<file path="config.mk">
export PLATFORM = sky130hd
export DESIGN_NAME = crpi_unwrap
export DESIGN_NICKNAME = d
export VERILOG_FILES = /design/src/crpi_pkg.sv /design/src/crpi_unwrap.sv
export SDC_FILE = /design/constraint.sdc
export NUM_CORES = 2
export LEC_CHECK = 0
export BUFFER_PORTS_ARGS = -buffer_cell sky130_fd_sc_hd__buf_2
export CAP_MARGIN = 20
export CORE_MARGIN = 8
export CORE_UTILIZATION = 40
export CTS_CLUSTER_SIZE = 10
export DETAILED_ROUTE_END_ITERATION = 10
export GPL_ROUTABILITY_DRIVEN = 0
export MAX_ROUTING_LAYER = met4
export PLACE_DENSITY = 0.57
export SLEW_MARGIN = 20
export SYNTH_ARGS = -nofsm -noshare
export SYNTH_HDL_FRONTEND = slang
export SYNTH_SLANG_ARGS = --single-unit
</file>
<file path="constraint.sdc">
create_clock -name clk_i -period 10 [get_ports clk_i]
set_clock_uncertainty 0.05 [all_clocks]
set_input_delay 1.5 -clock clk_i [delete_from_list [all_inputs] [get_ports clk_i]]
set_output_delay 1.5 -clock clk_i [all_outputs]
set_load 0.02 [all_outputs]
</file>
<file path="src/crpi_pkg.sv">
// ----------------------------------------------------------------------------
// crpi_pkg
// Types and constants shared by the Catmull-Rom pose interpolator modules.
// ----------------------------------------------------------------------------
package crpi_pkg;

  // Operation codes of an input beat.
  localparam logic [1:0] OP_PUSH_POS  = 2'd0;
  localparam logic [1:0] OP_PUSH_LOOK = 2'd1;
  localparam logic [1:0] OP_EVAL      = 2'd2;

  // Pi scaled by 2^60, rounded down.
  localparam logic [63:0] PI_Q60 = 64'h3243F6A8885A308D;

  // Unwrapped look angles grow by at most a few half turns past 32 bits.
  localparam int unsigned LW = 34;

  typedef logic signed [31:0] coord_t;
  typedef coord_t [2:0] point_t;
  typedef logic signed [LW-1:0] angle_t;

  typedef struct packed {
    logic en;
    logic sel_ext;
  } cell_ctrl_t;

  typedef enum logic [7:0] {
    S_IDLE = 8'b0000_0001,
    S_T2   = 8'b0000_0010,
    S_T3   = 8'b0000_0100,
    S_UNW  = 8'b0000_1000,
    S_WAIT = 8'b0001_0000,
    S_MUL  = 8'b0010_0000,
    S_ACC  = 8'b0100_0000,
    S_OUT  = 8'b1000_0000
  } state_e;

endpackage

</file>
<file path="src/crpi_unwrap.sv">
// ----------------------------------------------------------------------------
// crpi_unwrap
// Brings an angle to within half a turn of the previous one. The turn count
// is estimated with a constant reciprocal and corrected by one compare and
// subtract.
// ----------------------------------------------------------------------------
module crpi_unwrap #(
  parameter int unsigned FRAC_BITS = 16
) (
  input  logic                clk_i,
  input  logic                rst_ni,
  input  logic                start_i,
  input  crpi_pkg::coord_t    v_i,
  input  crpi_pkg::angle_t    prev_i,
  output logic                busy_o,
  output crpi_pkg::angle_t    res_o
);
  import crpi_pkg::*;

  localparam int unsigned DW = 36;
  localparam int unsigned RW = 34;
  localparam logic [63:0] PI_Q = (PI_Q60 + (64'd1 << (59 - FRAC_BITS))) >> (60 - FRAC_BITS);
  localparam logic [63:0] TURN_Q = PI_Q << 1;
  localparam logic signed [DW-1:0] PI_S = DW'(PI_Q);
  localparam logic [RW-1:0] TURN_R = RW'(TURN_Q);
  // A turn's reciprocal scaled by 2^RW; the quotient it gives is at most one low.
  localparam logic [RW-1:0] RECIP = RW'((64'd1 << RW) / TURN_Q);

  logic            busy_q, busy_d;
  logic            neg_q, neg_d;
  logic [1:0]      cnt_q, cnt_d;
  logic [RW-1:0]   r_q, r_d;
  logic [RW-1:0]   quo_q, quo_d;
  angle_t          prev_q, prev_d;
  angle_t          res_q, res_d;
  logic signed [DW-1:0] diff;
  logic signed [DW-1:0] dp;
  logic [2*RW-1:0] recip_prod;
  logic [RW-1:0]   rem;

  always_comb begin
    diff       = DW'(v_i) - DW'(prev_i);
    recip_prod = (2 * RW)'(r_q) * (2 * RW)'(RECIP);
    rem        = (r_q >= TURN_R) ? r_q - TURN_R : r_q;
    if (neg_q) begin
      dp = (rem == '0) ? -PI_S : PI_S - $signed(DW'(rem));
    end else begin
      dp = (rem == '0) ? PI_S : $signed(DW'(rem)) - PI_S;
    end
  end

  always_comb begin
    busy_d = busy_q;
    neg_d  = neg_q;
    cnt_d  = cnt_q;
    r_d    = r_q;
    quo_d  = quo_q;
    prev_d = prev_q;
    res_d  = res_q;
    if (start_i) begin
      prev_d = prev_i;
      cnt_d  = '0;
      if (diff > PI_S) begin
        busy_d = 1'b1;
        neg_d  = 1'b0;
        r_d    = RW'(diff - PI_S);
      end else if (diff < -PI_S) begin
        busy_d = 1'b1;
        neg_d  = 1'b1;
        r_d    = RW'(-diff - PI_S);
      end else begin
        res_d = LW'(v_i);
      end
    end else if (busy_q) begin
      case (cnt_q)
        2'd0: begin
          quo_d = recip_prod[2*RW-1:RW];
          cnt_d = 2'd1;
        end
        2'd1: begin
          r_d   = r_q - RW'(quo_q * TURN_R);
          cnt_d = 2'd2;
        end
        default: begin
          // Remainder known: place the difference in the half-turn interval.
          res_d  = LW'(DW'(prev_q) + dp);
          busy_d = 1'b0;
        end
      endcase
    end
  end

  always_ff @(posedge clk_i or negedge rst_ni) begin
    if (!rst_ni) begin
      busy_q <= 1'b0;
      cnt_q  <= '0;
    end else begin
      busy_q <= busy_d;
      cnt_q  <= cnt_d;
    end
  end

  always_ff @(posedge clk_i) begin
    neg_q  <= neg_d;
    r_q    <= r_d;
    quo_q  <= quo_d;
    prev_q <= prev_d;
    res_q  <= res_d;
  end

  assign busy_o = busy_q;
  assign res_o  = res_q;
endmodule

</file>
Word level (Yosys, flattened, before mapping)

Index checks and enable logic that the tools add are counted.

Input port bits: 69
Bits in registers: 122
Word-level logic and storage cells: 61
Output and inout port bits: 35

Reductions and logical operators: 12
Bitwise gates (word level): 1
Order comparisons: 3
$mul: 2
Add/sub/neg operators: 9
Mux-type cells: 22
Eq/ne operators: 5

Operators by type and width:

| cell                                                                                   | count |
|---|---|
| 34-bit two-way mux                                                                     | 14 |
| 34-bit by 19-bit subtractor with 34-bit output (second input constant)                 | 3 |
| 34-bit by 16-bit multiplier with 50-bit output (second input constant)                 | 1 |
| 35-bit by 19-bit greater-than comparator with 1-bit output (second input constant)     | 1 |
| 35-bit by 19-bit < comparator with 1-bit output (second input constant)                | 1 |
| 32-bit by 34-bit subtractor with 35-bit output                                         | 1 |
| 34-bit adder                                                                           | 1 |
| 34-bit by 19-bit greater-or-equal comparator with 1-bit output (second input constant) | 1 |
| 34-bit logical NOT                                                                     | 1 |
| 34-bit negation                                                                        | 1 |
| 18-bit by 34-bit subtractor with 34-bit output (first input constant)                  | 1 |
| 34-bit by 18-bit subtractor with 34-bit output (second input constant)                 | 1 |
| 34-bit subtractor                                                                      | 1 |
| 16-bit by 18-bit multiplier with 33-bit output (second input constant)                 | 1 |
| 3-bit AND reduction                                                                    | 2 |
| 2-bit nonzero test                                                                     | 3 |
| 1-bit two-way mux                                                                      | 5 |
| 2-bit two-way mux                                                                      | 2 |
| 2-bit inequality test (second input constant)                                          | 2 |
| 2-bit case mux with 2 select lines                                                     | 1 |
| 2-bit AND reduction                                                                    | 2 |
| 4-bit AND reduction                                                                    | 1 |
| 3-bit by 1-bit inequality test with 1-bit output (second input constant)               | 1 |
| 3-bit nonzero test                                                                     | 1 |
| other kinds (5)                                                                        | 5 |

Depth between registers and ports, before layout

Depth after elaboration: 9
Gate-level depth with buffers: 34
Mapped depth without buffers: 32

Least setup slack after synthesis

Ideal clock, no wire load.

Kind: register to register
Start point: register quo_q[7]
End point: register r_q[33] (data pin)
Data arrival time: 7.542 ns
Required time: 9.678 ns
Setup slack: 2.136 ns
Stages on the path, launching flop included: 30
Clock period less this slack: 7.864 ns
Library setup time: 0.272 ns
Cells stage by stage: edfxtp_1 fa_1 ha_1 inv_1 fa_1 fa_1 fa_1 fa_1 inv_1 ha_1 a21o_1 a21o_1 a21oi_1 o21ai_0 a21oi_1 o21bai_1 a21oi_1 xnor2_1 ha_1 a21o_1 a21oi_1 or4b_2 nand2_1 o21ai_0 a41oi_1 a21oi_1 or4_1 a31oi_1 xnor2_1 o211ai_1

Word-level cells in the longest chain between the ends: 5

RTL lines:

| element                                        | RTL line           | text |
|---|---|---|
| start: declaration                             | crpi_unwrap.sv:33  | `logic [RW-1:0] quo_q, quo_d;` |
| start signal: assignment                       | crpi_unwrap.sv:106 | `quo_q <= quo_d;` |
| 16-bit by 18-bit multiplier with 33-bit output | crpi_unwrap.sv:81  | `r_d = r_q - RW'(quo_q * TURN_R);` |
| 34-bit subtractor                              | crpi_unwrap.sv:81  |  |
| 34-bit two-way mux                             | crpi_unwrap.sv:75  | `case (cnt_q)` |
| 34-bit two-way mux                             | crpi_unwrap.sv:74  | `end else if (busy_q) begin` |
| 34-bit two-way mux                             | crpi_unwrap.sv:60  | `if (start_i) begin` |
| net r_d[33]                                    | crpi_unwrap.sv:32  | `logic [RW-1:0] r_q, r_d;` |
| end signal: assignment                         | crpi_unwrap.sv:105 | `r_q <= r_d;` |
| end: declaration                               | crpi_unwrap.sv:32  |  |

The timed path passes the listed nets, and every way through them passes these cells. The select of a mux whose other input is x is not followed.
A chain may end at the register's enable or synchronous reset.

Worst setup path in the final report

Start point: register r_q[7]
End point: register res_q[33], in the netlist res_o[33] (data pin)

Word-level cells in the longest chain between the ends: 9

RTL lines:

| element                                                                                                                          | RTL line                             | text |
|---|---|---|
| 34-bit by 19-bit subtractor with 34-bit output or 34-bit by 19-bit greater-or-equal comparator with 1-bit output (tied branches) | crpi_unwrap.sv:44                    | `rem = (r_q >= TURN_R) ? r_q - TURN_R : r_q;` |
| 34-bit two-way mux *                                                                                                             | crpi_unwrap.sv:44                    |  |
| 34-bit by 18-bit subtractor with 34-bit output, or another cell as far along                                                     | crpi_unwrap.sv:48                    | `dp = (rem == '0) ? PI_S : $signed(DW'(rem)) - PI_S;` |
| 34-bit two-way mux, on equally long branches                                                                                     | crpi_unwrap.sv:48, crpi_unwrap.sv:46 |  |
| 34-bit two-way mux *                                                                                                             | crpi_unwrap.sv:45                    | `if (neg_q) begin` |
| 34-bit adder *                                                                                                                   | crpi_unwrap.sv:86                    | `res_d = LW'(DW'(prev_q) + dp);` |
| 34-bit two-way mux *                                                                                                             | crpi_unwrap.sv:75                    |  |
| 34-bit two-way mux *                                                                                                             | crpi_unwrap.sv:74                    |  |
| 34-bit two-way mux *                                                                                                             | crpi_unwrap.sv:60                    |  |
| net res_d[33]                                                                                                                    | crpi_unwrap.sv:35                    | `angle_t res_q, res_d;` |
| end signal: assignment                                                                                                           | crpi_unwrap.sv:108                   | `res_q <= res_d;` |
| end: declaration                                                                                                                 | crpi_unwrap.sv:35                    |  |

Mark *: on every way through the listed nets, which the timed path passes. The rest lies on a longest branch. The select of a mux whose other input is x is not followed.

==> impl_metrics.toml <==
[global_routing]
grt_pass1_wl_um = 134000
gr-usage-all-layers_pct = 22.6
grt_pass1_vias = 22750
grt_overflow_total = 0
antenna_found_initial = 2
grt_max_degree = 99

[detailed_routing]
vias = 22910
antenna_left = 0
drc_errors = 0
route.top_layer_used = "met4"
wl_met3_um = 5760
first_pass_iters = 5
wirelength_met1_um = 40500
finalWirelength_um = 87400
wl_per_cell_um = 20.9
drt_iter0_drc = 1495
vias_per_cell = 5.49
dr_wl_met2_um = 38500

[cts]
cts_tree = "yes"
ctsResizeCount = 0
clock_sinks = 122
holdBufCountCts = 0
cts_buffers = 17
clk_pin_slew_ps = 70
cts_root_buf = "clkbuf_16"
cts_setup_buffers = 0
clk_path_buf_depth = 2
clk_latency_ps = 480
ctsHtreeMaxLevel = 4

[cells_and_area]
drive_gt1_share_pct = 7.43
synthToLayoutAreaGrowth_pct = 8.33
nNetsFinal = 4068
ff_latch_area_sq_um = 3650
fin_cells = 4174
multi_input_area_sq_um = 22600
design_area_sq_um = 30500
layout_common_cells = "ha_1, inv_1, fa_1, nor2_1, a21oi_1"
fill_cells = 7034
final_common_cell = "ha_1"

[worst_hold_path]
hold-path-cell-count = 2
min_from = "cnt_q[1]$_DFFE_PN0P_"
whs_endpoint = "cnt_q[1]$_DFFE_PN0P_"
min_path_type = "flip-flop to flip-flop"

[sta]
tns_ps = 0
setup_viol = 0
grt_setup_unrepaired = "no"
fmax_ghz = 0.112
timing.slew.headroom_pct = 26.4
fin_crit_ps = 8950
worst_pin_slew_ps = 1100
finalCritPeriodShare_pct = 89.5
hold_viol_final = 0
slew_viol_final = 0

[placement]
place_area_sq_um = 29900
io_buffers = 103
dp_cells = 4138
dp_hpwl_um = 73800

[yosys]
synth_top_area_share_pct = 21.7
synth-seq-cells = 122
synth-async-reset-ratio_pct = 2.46
synthFlopType = "edfxtp_1"
synth_area_leaders = "ha_1, fa_1, edfxtp_1, inv_1, xnor2_1"
yosys_warnings = 0
yosysTopAreaCell = "ha_1"
syn_inst = 3116
synth_enable_flop_cells = 119
syn_area_sq_um = 28200
synth_seq_area_share_pct = 12.9
syn-mean-instance-area_sq_um = 9.05
ys_types = 99
synth_nets = 3966

[worst_setup_path]
cp_slowest_stage_delay_ps = 670
slowest_stage = "o21ai_1"
cp.required_ps = 10180
reg2reg_from = "r_q[7]$_DFFE_PP_"
cp-start-kind = "flip-flop"
cp_max_fo = 14
ff2ff_setup_slack_ps = 1050
arrival_ps = 9130
cp-end-kind = "flip-flop"
r2r_cells = 29
r2r-end = "res_o[33]$_DFFE_PP_"
path_class = "flip-flop to flip-flop"

[die]
start_util_pct = 40.3
die_y_um = 281
chipWidth_um = 281
rows = 97
die-area_sq_um = 79200
core_sq_um = 69900
pin_count = 104

[outcome]
status = "finished, final reports clean"

[flow_run]
cap_violations = 0
## synthesized netlist by cell type (35+ instances only)
cell type	n
nor3_1	54
xnor2_1	143
clkbuf_1	35
inv_1	461
ha_1	488
a21o_1	81
nand3_1	56
xor2_1	63
and3_1	35
edfxtp_1	119
o21a_1	36
a21oi_1	193
nand2_1	189
nor2_1	199
fa_1	293
o21ai_0	133
## metrics by stage
stage	hold slack [ps]	worst slack (ps)	utilization, %
after floorplan	457	2140	-
after global placement	480	1400	42.8
after detailed placement	497	1170	42.8
after CTS	514	1150	43.7
after global routing	608	473	43.7
final	507	1050	43.7
## final cells by class
type,instances,area share [%]
Antenna cell,3,0.0246
Clock buffer,17,1.39
Clock inverter,15,0.570
Inverter,462,5.70
Multi-Input combinational cell,2473,73.9
Sequential cell,122,11.9
Tap cell,940,3.85
Timing Repair Buffer,142,2.66
## cells by family (layout without fill, tap and decap cells)
family | after synthesis | after routing | synth area share (%)
adder cells (fa/ha/maj) | 781 | 781 | 42.5
AND/OR/NAND/NOR | 729 | 729 | 12.6
AO/OA/AOI/OAI | 720 | 720 | 17.0
buffers and inverters | 521 | 636 | 7.14
XOR/XNOR | 207 | 207 | 6.48
flip-flops | 122 | 122 | 12.9
multiplexers | 36 | 36 | 1.35
other | 0 | 3 | 0
## worst max path at each step
stage / slack [ps] / cells past startpoint / end / from
2_1_floorplan: 2140 / 29 / r_q[33]$_DFFE_PP_ / quo_q[7]$_DFFE_PP_
3_3_place_gp: 1400 / 29 / res_o[33]$_DFFE_PP_ / r_q[7]$_DFFE_PP_
3_5_place_dp: 1170 / 29 / res_o[33]$_DFFE_PP_ / r_q[7]$_DFFE_PP_
4_1_cts: 1150 / 29 / res_o[33]$_DFFE_PP_ / r_q[7]$_DFFE_PP_
5_1_grt: 470 / 30 / res_o[33]$_DFFE_PP_ / r_q[7]$_DFFE_PP_
6_report: 1050 / 29 / res_o[33]$_DFFE_PP_ / r_q[7]$_DFFE_PP_
## metal layers
layer  up-vias  track usage (%)
met5         -                -
met4         0             6.56
met3       105             4.23
met2       680             34.8
met1     11050             30.3
li1      11075                -
## flip-flops by register name, indices dropped and copies added, names as in the netlist
register  cells
prev_q       34
r_q          34
res_o        34
quo_q        16
cnt_q         2
busy_o        1
neg_q         1
## worst max-delay path, delay by kind of cell, from the launching register on
family,cells,cell delay [ps]
xor gates and xnor gates,2,700
DFF,1,650
AOI/OAI and AO/OA,14,3920
adders and majority gates,2,460
and+or+nand+nor,7,1760
buffers and inverters,3,890
muxes,1,270
Power is left out: the tool's default activity adds up to more than one toggle a clock period on the data nets, which glitch-free logic cannot reach.
