==> src/crpi_pkg.sv <==
// ----------------------------------------------------------------------------
// crpi_pkg
// Types and constants shared by the Catmull-Rom pose interpolator modules.
// ----------------------------------------------------------------------------
package crpi_pkg;

  // Operation codes of an input beat.
  localparam logic [1:0] OP_PUSH_POS  = 2'd0;
  localparam logic [1:0] OP_PUSH_LOOK = 2'd1;
  localparam logic [1:0] OP_EVAL      = 2'd2;

  // Pi scaled by 2^60, rounded down.
  localparam logic [63:0] PI_Q60 = 64'h3243F6A8885A308D;

  // Unwrapped look angles grow by at most a few half turns past 32 bits.
  localparam int unsigned LW = 34;

  typedef logic signed [31:0] coord_t;
  typedef coord_t [2:0] point_t;
  typedef logic signed [LW-1:0] angle_t;

  typedef struct packed {
    logic en;
    logic sel_ext;
  } cell_ctrl_t;

  typedef enum logic [7:0] {
    S_IDLE = 8'b0000_0001,
    S_T2   = 8'b0000_0010,
    S_T3   = 8'b0000_0100,
    S_UNW  = 8'b0000_1000,
    S_WAIT = 8'b0001_0000,
    S_MUL  = 8'b0010_0000,
    S_ACC  = 8'b0100_0000,
    S_OUT  = 8'b1000_0000
  } state_e;

endpackage

==> src/crpi_cell.sv <==
// ----------------------------------------------------------------------------
// crpi_cell
// One control point of a window. Loads either its neighbor or a new point.
// ----------------------------------------------------------------------------
module crpi_cell (
  input  logic                 clk_i,
  input  logic                 rst_ni,
  input  crpi_pkg::cell_ctrl_t ctrl_i,
  input  crpi_pkg::point_t     nbr_i,
  input  crpi_pkg::point_t     ext_i,
  output crpi_pkg::point_t     q_o
);
  import crpi_pkg::*;

  point_t pt_q, pt_d;

  always_comb begin
    pt_d = pt_q;
    if (ctrl_i.en) begin
      pt_d = ctrl_i.sel_ext ? ext_i : nbr_i;
    end
  end

  always_ff @(posedge clk_i or negedge rst_ni) begin
    if (!rst_ni) begin
      pt_q <= '0;
    end else begin
      pt_q <= pt_d;
    end
  end

  assign q_o = pt_q;
endmodule

==> config.mk <==
export PLATFORM = sky130hd
export DESIGN_NAME = crpi_cell
export DESIGN_NICKNAME = d
export VERILOG_FILES = /design/src/crpi_pkg.sv /design/src/crpi_cell.sv
export SDC_FILE = /design/constraint.sdc
export NUM_CORES = 1
export LEC_CHECK = 0
export BUFFER_PORTS_ARGS = -buffer_cell sky130_fd_sc_hd__buf_4
export CORE_ASPECT_RATIO = 0.7
export CORE_MARGIN = 4
export CORE_UTILIZATION = 28
export CTS_CLUSTER_SIZE = 10
export DETAILED_ROUTE_END_ITERATION = 12
export GPL_TIMING_DRIVEN = 0
export PLACE_DENSITY = 0.57
export SLEW_MARGIN = 15
export SYNTH_ARGS = -nofsm -noshare
export SYNTH_HDL_FRONTEND = slang
export SYNTH_SLANG_ARGS = --single-unit
==> constraint.sdc <==
create_clock -name clk_i -period 0.8 [get_ports clk_i]
set_clock_uncertainty 0.05 [all_clocks]
set_input_delay 0.12 -clock clk_i [delete_from_list [all_inputs] [get_ports clk_i]]
set_output_delay 0.12 -clock clk_i [all_outputs]
set_load 0.01 [all_outputs]
# [Word-level counts from Yosys, hierarchy flattened]
# Index checks and enable logic that the tools add are counted.
[totals] regBits=96 elab_cells=4 in_bits=196 output_inout_bits=96
[classes] mux=1
[ops] op="2-to-1 mux 96 bit" n=1

# [Logic depth before layout (Yosys ltp)]
# Gate-level depths: netlist (run 1).
[logic_depth] ltp_word=1 ltp_mapped=5 depth_no_buf=2

# [Least setup slack after synthesis (run 1)]
# OpenSTA, ideal clock, no wires.
[synth_path] path_type="input-to-reg" startpoint="in ctrl_i[0] in the netlist's numbering" endpoint="reg pt_q (netlist bit q_o[0])" slack_ps=-165 required_time_ps=613 arrival_time_ps=778 stages=5 path_buffers=3 setup_time_ps=137 path_cell_list="buf_4 > buf_8 > buf_12 > mux2i_1 > a21oi_1"
[synth_via] elab_chain_len=1
[synth_rtl] item="start, declared" line="crpi_cell.sv:8" text="input crpi_pkg::cell_ctrl_t ctrl_i,"
[synth_rtl] item="2-to-1 mux 96 bit" line="crpi_cell.sv:20" text="pt_d = ctrl_i.sel_ext ? ext_i : nbr_i;"
[synth_rtl] item="end signal, assigned" line="crpi_cell.sv:28" text="pt_q <= pt_d;"
[synth_rtl] item="end, declared" line="crpi_cell.sv:15" text="point_t pt_q, pt_d;"
# Every way passes these cells.
# A chain may end at the register's enable or synchronous reset.

# [Worst setup path after layout (run 1)]
[layout_path] startpoint="reg pt_q (netlist bit q_o[36])" endpoint="out q_o[36] in the netlist's numbering"
[layout_lines] item="end, declared" line="crpi_cell.sv:11" text="output crpi_pkg::point_t q_o"
# No word-level cell between the ends.

==> results.py, run 1 <==
metrics = {
    "status": {
        "status": "finished, violations left",
        "failed_checks": "negative hold slack, negative setup slack",
    },
    "sta": {
        "setup_slack_ns": -0.251,
        "finalCritPeriodShare_pct": 131,
        "hold_ws_ns": -0.269,
        "rsz0062_at_grt": "yes",
        "finalSetupViolCount": 118,
        "min_period_ns": 1.05,
        "fmax_ghz": 0.951,
        "relSlewSlack_pct": 54.3,
        "final-hold-violation-count": 42,
        "worst_pin_slew_ns": 0.685,
        "final_max_slew_viol_count": 0,
    },
    "global_route": {
        "grt_max_degree": 55,
        "track_usage_pct": 16.4,
        "grt_pass1_vias": 4509,
        "grt-ovfl-total": 0,
        "antenna_found_initial": 0,
        "grt_pass1_wl_mm": 23.3,
    },
    "cts": {
        "cts_sinks": 96,
        "cts_tree": "built",
        "cts-htree-levels": 3,
        "cts_root_buffer": "clkbuf_16",
        "path_clk_slew_ns": 0.07,
        "worstSkewPairLatency_ns": 0.33,
        "clock_path_buffers": 2,
        "numCtsBuffers": 9,
    },
    "power": {
        "p_leak_nw": 3.95,
        "finalPower_w": 0.0141,
        "ir_drop_uv": 1180,
        "power_density_mw_per_mm2": 1750,
    },
    "floorplan": {
        "die_w_microns": 158,
        "io_pins": 292,
        "initial_utilization_pct": 28.6,
        "die_area_sq_mm": 0.0179,
        "die_h_microns": 113,
        "coreArea_sq_mm": 0.0155,
        "rows": 38,
    },
    "drt": {
        "ant_nets": 0,
        "wl_mm": 15.9,
        "vias_per_cell": 4.57,
        "drc": 0,
        "initialDrtViolationCount": 221,
        "vias": 4336,
        "routedWlPerCell_microns": 16.8,
        "dr.pass1.iters": 4,
    },
    "setup_path": {
        "crit_slowest_cell": "dfrtp_1",
        "crit_family": "flip-flops",
        "critical_path_buf_inv_count": 1,
        "setup.worst_path.start_class": "flip-flop",
        "path_max_fanout": 2,
        "critical_path_arrival_ns": 0.88,
        "crit_type": "flip-flop to output port",
        "crit_chain": "buf_6",
        "required_ns": 0.63,
        "slowest_delay_ns": 0.41,
        "cp-end-kind": "output port",
    },
    "synth": {
        "yosysTopAreaCell": "dfrtp_1",
        "synth_flop_cell": "dfrtp_1",
        "synth_edf_count": 0,
        "synth_seq_cells": 96,
        "synth_top_area_share_pct": 54.2,
        "ys_top_cells_by_count": "a21oi_1 (96), dfrtp_1 (96), mux2i_1 (96), nor2_1 (96), clkbuf_1 (14)",
        "ys_types": 9,
        "syn_avg_cell_area_sq_um": 10.7,
        "synth.area.top_cells": "dfrtp_1 (54%), mux2i_1 (22%), a21oi_1 (11%)",
        "synth_cells": 416,
        "ys_warn_count": 0,
        "synthesis.nets": 612,
        "synth_area_sq_mm": 0.00443,
        "seq_area_frac_synth_pct": 54.2,
        "async_reset_ff_share_pct": 100,
    },
    "final_layout": {
        "antennaDiodeCount": 0,
        "largest_reg_flops": 96,
        "fillers": 1422,
        "utilization_pct": 52.3,
        "drive_gt1_share_pct": 54.1,
        "nets": 940,
        "syn_to_final_growth_pct": 82.8,
    },
    "place": {
        "place_congestion": 0.746,
        "dp_hpwl_mm": 11.9,
        "io_buffers": 289,
        "place_ws_ns": -0.403,
    },
    "min_path": {
        "min_path_type": "input port to async pin",
    },
    "job": {
        "maxCapViolCount": 0,
    },
}
## layer usage
| layer | global-route usage, % | wire length (microns) | vias up |
|---|---|---|---|
| li1 | - | - | 2093 |
| met1 | 21.2 | 6620 | 2078 |
| met2 | 27.8 | 7910 | 152 |
| met3 | 4.63 | 1250 | 13 |
| met4 | 2.84 | 140 | 0 |
| met5 | 0 | 0 | - |
## per-stage QoR
stage	std cells	hold slack [ns]	TNS [ns]	cell area, sq um
6_report	948	-0.269	-22.22	8100
5_1_grt	948	-0.233	-26.23	8100
4_1_cts	939	-0.257	-23.61	7700
3_5_place_dp	906	0.112	-36.58	6890
3_3_place_gp	905	0.350	-72.38	6870
2_1_floorplan	416	-0.226	-5.89	4450
## report_power, final
group          total (W)  internal [W]  switching [W]
Sequential       0.00578       0.00537       0.000407
Combinational    0.00400       0.00238        0.00162
Clock            0.00437       0.00251        0.00186
## repair_timing
item                       CTS  global route
pin swaps                    1             8
buffers inserted            18            16
setup endpoints to repair  104           177
hold endpoints to repair    42            42
gates resized for setup    102           111
## cells in the final DEF (no fill, tap or decap), types with 8 or more instances in the layout
master       n
clkbuf_2     8
buf_4      202
clkbuf_16    9
nor2_4      19
nor2_1      71
mux2i_1     96
buf_6      119
a21oi_1     77
a21oi_2     19
dfrtp_1     96
## cell type report
class / count / area (sq um) / share of cell area (%)
Multi-Input combinational cell: 288 / 2030 / 25.1
Sequential cell: 96 / 2400 / 29.7
Clock inverter: 4 / 55.1 / 0.680
Timing Repair Buffer: 317 / 2850 / 35.1
Tap cell: 200 / 250 / 3.09
Clock buffer: 11 / 243 / 3.00
Buffer: 32 / 273 / 3.37
## final timing paths
check	startpoint	to	slack (ns)	cells past startpoint
worst max-delay path	q_o[36]	q_o[36]	-0.25	1
worst min-delay path	rst_ni	q_o[29]	-0.27	1
worst max register to register	q_o[79]	q_o[79]	-0.04	3
worst min register to register	q_o[81]	q_o[81]	0.50	2
max in group asynchronous	rst_ni	q_o[87]	0.31	2
min in group clk_i	nbr_i[2]	q_o[2]	0.02	3
## cell families (layout without fill, tap and decap cells)
kind of cell / count (synthesis) / after routing / synth area share [%]
AO/OA/AOI/OAI: 96 / 96 / 10.8
multiplexers: 96 / 96 / 21.7
flip-flops: 96 / 96 / 54.2
AND/OR/NAND/NOR: 96 / 96 / 8.13
buffers and inverters: 32 / 364 / 5.14
Note: power is estimated with default switching activity, not from simulation.
==> run 2, diff against run 1 <==
- ABC_AREA: unset -> 1
- PLACE_DENSITY: 0.57 -> 0.55
==> results.py, run 2 <==
metrics = {
    "status": {
        "status": "finished, violations left",
        "failed_checks": "negative hold slack, negative setup slack",
    },
    "sta": {
        "fin_setup_tns_ns": -23.67,
        "relSlewSlack_pct": 39.2,
        "setup_slack_ns": -0.271,
        "hold_ws_ns": -0.185,
        "final-hold-violation-count": 96,
        "min_period_ns": 1.07,
        "finalCritPeriodShare_pct": 134,
        "worst_pin_slew_ns": 0.912,
        "finalSetupViolCount": 96,
        "final_max_slew_viol_count": 0,
        "rsz0062_at_grt": "yes",
        "fmax_ghz": 0.934,
    },
    "power": {
        "ir_drop_uv": 922,
        "combPwrFrac_pct": 27.7,
        "p_sw_w": 0.00425,
        "finalPower_w": 0.0151,
        "p_leak_nw": 5.60,
        "pwr-share-clk_pct": 34.1,
        "p_sw_share_pct": 28.1,
        "internal_power_w": 0.0109,
        "power_density_mw_per_mm2": 1670,
        "seqPwrFrac_pct": 38.2,
    },
    "synth": {
        "synthesis.nets": 1008,
        "ys_types": 9,
        "synthMostInstantiatedCell": "nand2_1",
        "yosysTopAreaCell": "dfrtp_1",
        "async_reset_ff_share_pct": 100,
        "syn_avg_cell_area_sq_um": 6.53,
        "synth_flop_cell": "dfrtp_1",
        "synth_cells": 812,
        "seq_area_frac_synth_pct": 45.3,
        "synth_top_area_share_pct": 45.3,
        "ys_top_cells_by_count": "nand2_1 (384), inv_1 (192), dfrtp_1 (96), nand3_1 (96), buf_2 (23)",
        "synth_area_sq_mm": 0.00531,
        "ys_warn_count": 0,
        "synth_seq_cells": 96,
        "synth.area.top_cells": "dfrtp_1 (45%), nand2_1 (27%), inv_1 (14%)",
        "synth_edf_count": 0,
    },
    "setup_path": {
        "critical_path_arrival_ns": 0.90,
        "crit_family": "flip-flops",
        "ff2ff_path_depth": 3,
        "path_max_fanout": 2,
        "crit_type": "flip-flop to output port",
        "slowest_delay_ns": 0.41,
        "cp-end-kind": "output port",
        "setup.worst_path.start_class": "flip-flop",
        "crit_chain": "buf_6",
        "r2r_end": "q_o[59]",
        "r2r_setup_slack_ns": 0.01,
        "required_ns": 0.63,
        "reg2reg_from": "q_o[59]",
        "critical_path_buf_inv_count": 1,
        "crit_slowest_cell": "dfrtp_1",
    },
    "floorplan": {
        "die_area_sq_mm": 0.0213,
        "die_w_microns": 173,
        "die_h_microns": 123,
        "initial_utilization_pct": 29.0,
        "coreArea_sq_mm": 0.0183,
        "io_pins": 292,
        "rows": 41,
    },
    "global_route": {
        "grt-ovfl-total": 0,
        "grt_pass1_wl_mm": 30.7,
        "grt_pass1_vias": 5794,
        "antenna_found_initial": 0,
        "track_usage_pct": 18.2,
        "grt_max_degree": 97,
    },
    "place": {
        "place_ws_ns": -0.312,
        "io_buffers": 289,
        "dpl_cell_area_sq_mm": 0.00780,
        "dp_hpwl_mm": 14.8,
        "place_congestion": 0.826,
    },
    "cts": {
        "cts_tree": "built",
        "cts-htree-levels": 3,
        "worstSkewPairLatency_ns": 0.35,
        "cts_sinks": 96,
        "cts_root_buffer": "clkbuf_16",
        "path_clk_slew_ns": 0.07,
        "cts_hold_buf": 12,
        "numCtsBuffers": 9,
        "clock_path_buffers": 2,
    },
    "drt": {
        "wl_met2_mm": 8.71,
        "wl_met3_mm": 1.82,
        "wl_mm": 19.5,
        "vias": 5763,
        "drc": 0,
        "routedWlPerCell_microns": 14.0,
        "dr.pass1.iters": 4,
        "wl_met1_mm": 8.77,
        "vias_per_cell": 4.13,
        "routed.top_layer": "met4",
        "initialDrtViolationCount": 250,
        "ant_nets": 0,
    },
    "final_layout": {
        "nets": 1349,
        "syn_to_final_growth_pct": 70.5,
        "antennaDiodeCount": 0,
        "largest_reg_flops": 96,
        "drive_gt1_share_pct": 34.7,
        "fin_area_sq_mm": 0.00905,
        "mostFrequentLayoutCell": "nand2_1",
        "final_cell_mix": "nand2_1 (357), buf_4 (201), inv_1 (192), buf_6 (131), dfrtp_1 (96)",
    },
    "job": {
        "maxCapViolCount": 0,
    },
    "min_path": {
        "min_path_type": "input port to async pin",
    },
}
-- run 2: worst max-delay path by stage --
stage               startpoint      end  slack [ns]  cells past startpoint
floorplan            ctrl_i[0]  q_o[84]       -0.04                      7
global placement        rst_ni  q_o[15]       -0.56                      1
detailed placement   ctrl_i[1]  q_o[11]       -0.31                      6
CTS                    q_o[44]  q_o[44]       -0.29                      1
global route           q_o[54]  q_o[54]       -0.31                      1
finish                 q_o[44]  q_o[44]       -0.27                      1
-- run 2: timing repair --
item                                    4_1_cts  5_1_grt
pin swaps                                     1       28
endpoints found under the setup margin       96      137
hold endpoints to repair                    108       96
buffers inserted                             22       11
gates resized for setup                      96       68
cloned                                        0        0
-- run 2: per-layer routing --
| layer | vias to the layer above | global-route usage (%) |
|---|---|---|
| met5 | - | 0 |
| met4 | 0 | 3.79 |
| met3 | 11 | 7.43 |
| met2 | 203 | 29.2 |
| met1 | 2562 | 23.4 |
| li1 | 2987 | - |
-- run 2: cell type report --
cell class              count  area [sq um]
well taps                 236           295
plain buffers              42           284
clock inverters             7           125
clock buffers               9           225
multi-input cells         480          2000
repair buffers            330          2990
flip-flops and latches     96          2400
inverters                 194           731
fillers                  1892          9270
-- run 2: logic make-up (layout without fill, tap and decap cells) --
| logic type | count (synthesis) | after routing | share of synthesized area (%) |
|---|---|---|---|
| simple gates | 480 | 480 | 36.2 |
| buf+inv | 236 | 582 | 18.5 |
| flops | 96 | 96 | 45.3 |
-- run 2: power groups by stage --
stage | clock network [W] | logic (W) | registers [W]
final | 0.00515 | 0.00418 | 0.00578
after global routing | 0.00552 | 0.00461 | 0.00584
after CTS | 0.00530 | 0.00403 | 0.00575
after detailed placement | 0 | 0.00350 | 0.00574
after global placement | 0 | 0.00349 | 0.00573
after floorplan | 0 | 0.00116 | 0.00597
-- run 2: stage by stage --
step | util [%] | instances
after detailed placement | 42.6 | 1337
after CTS | 48.0 | 1387
after global placement | 42.6 | 1337
after floorplan | - | 812
final | 49.4 | 1394
after global routing | 49.4 | 1394
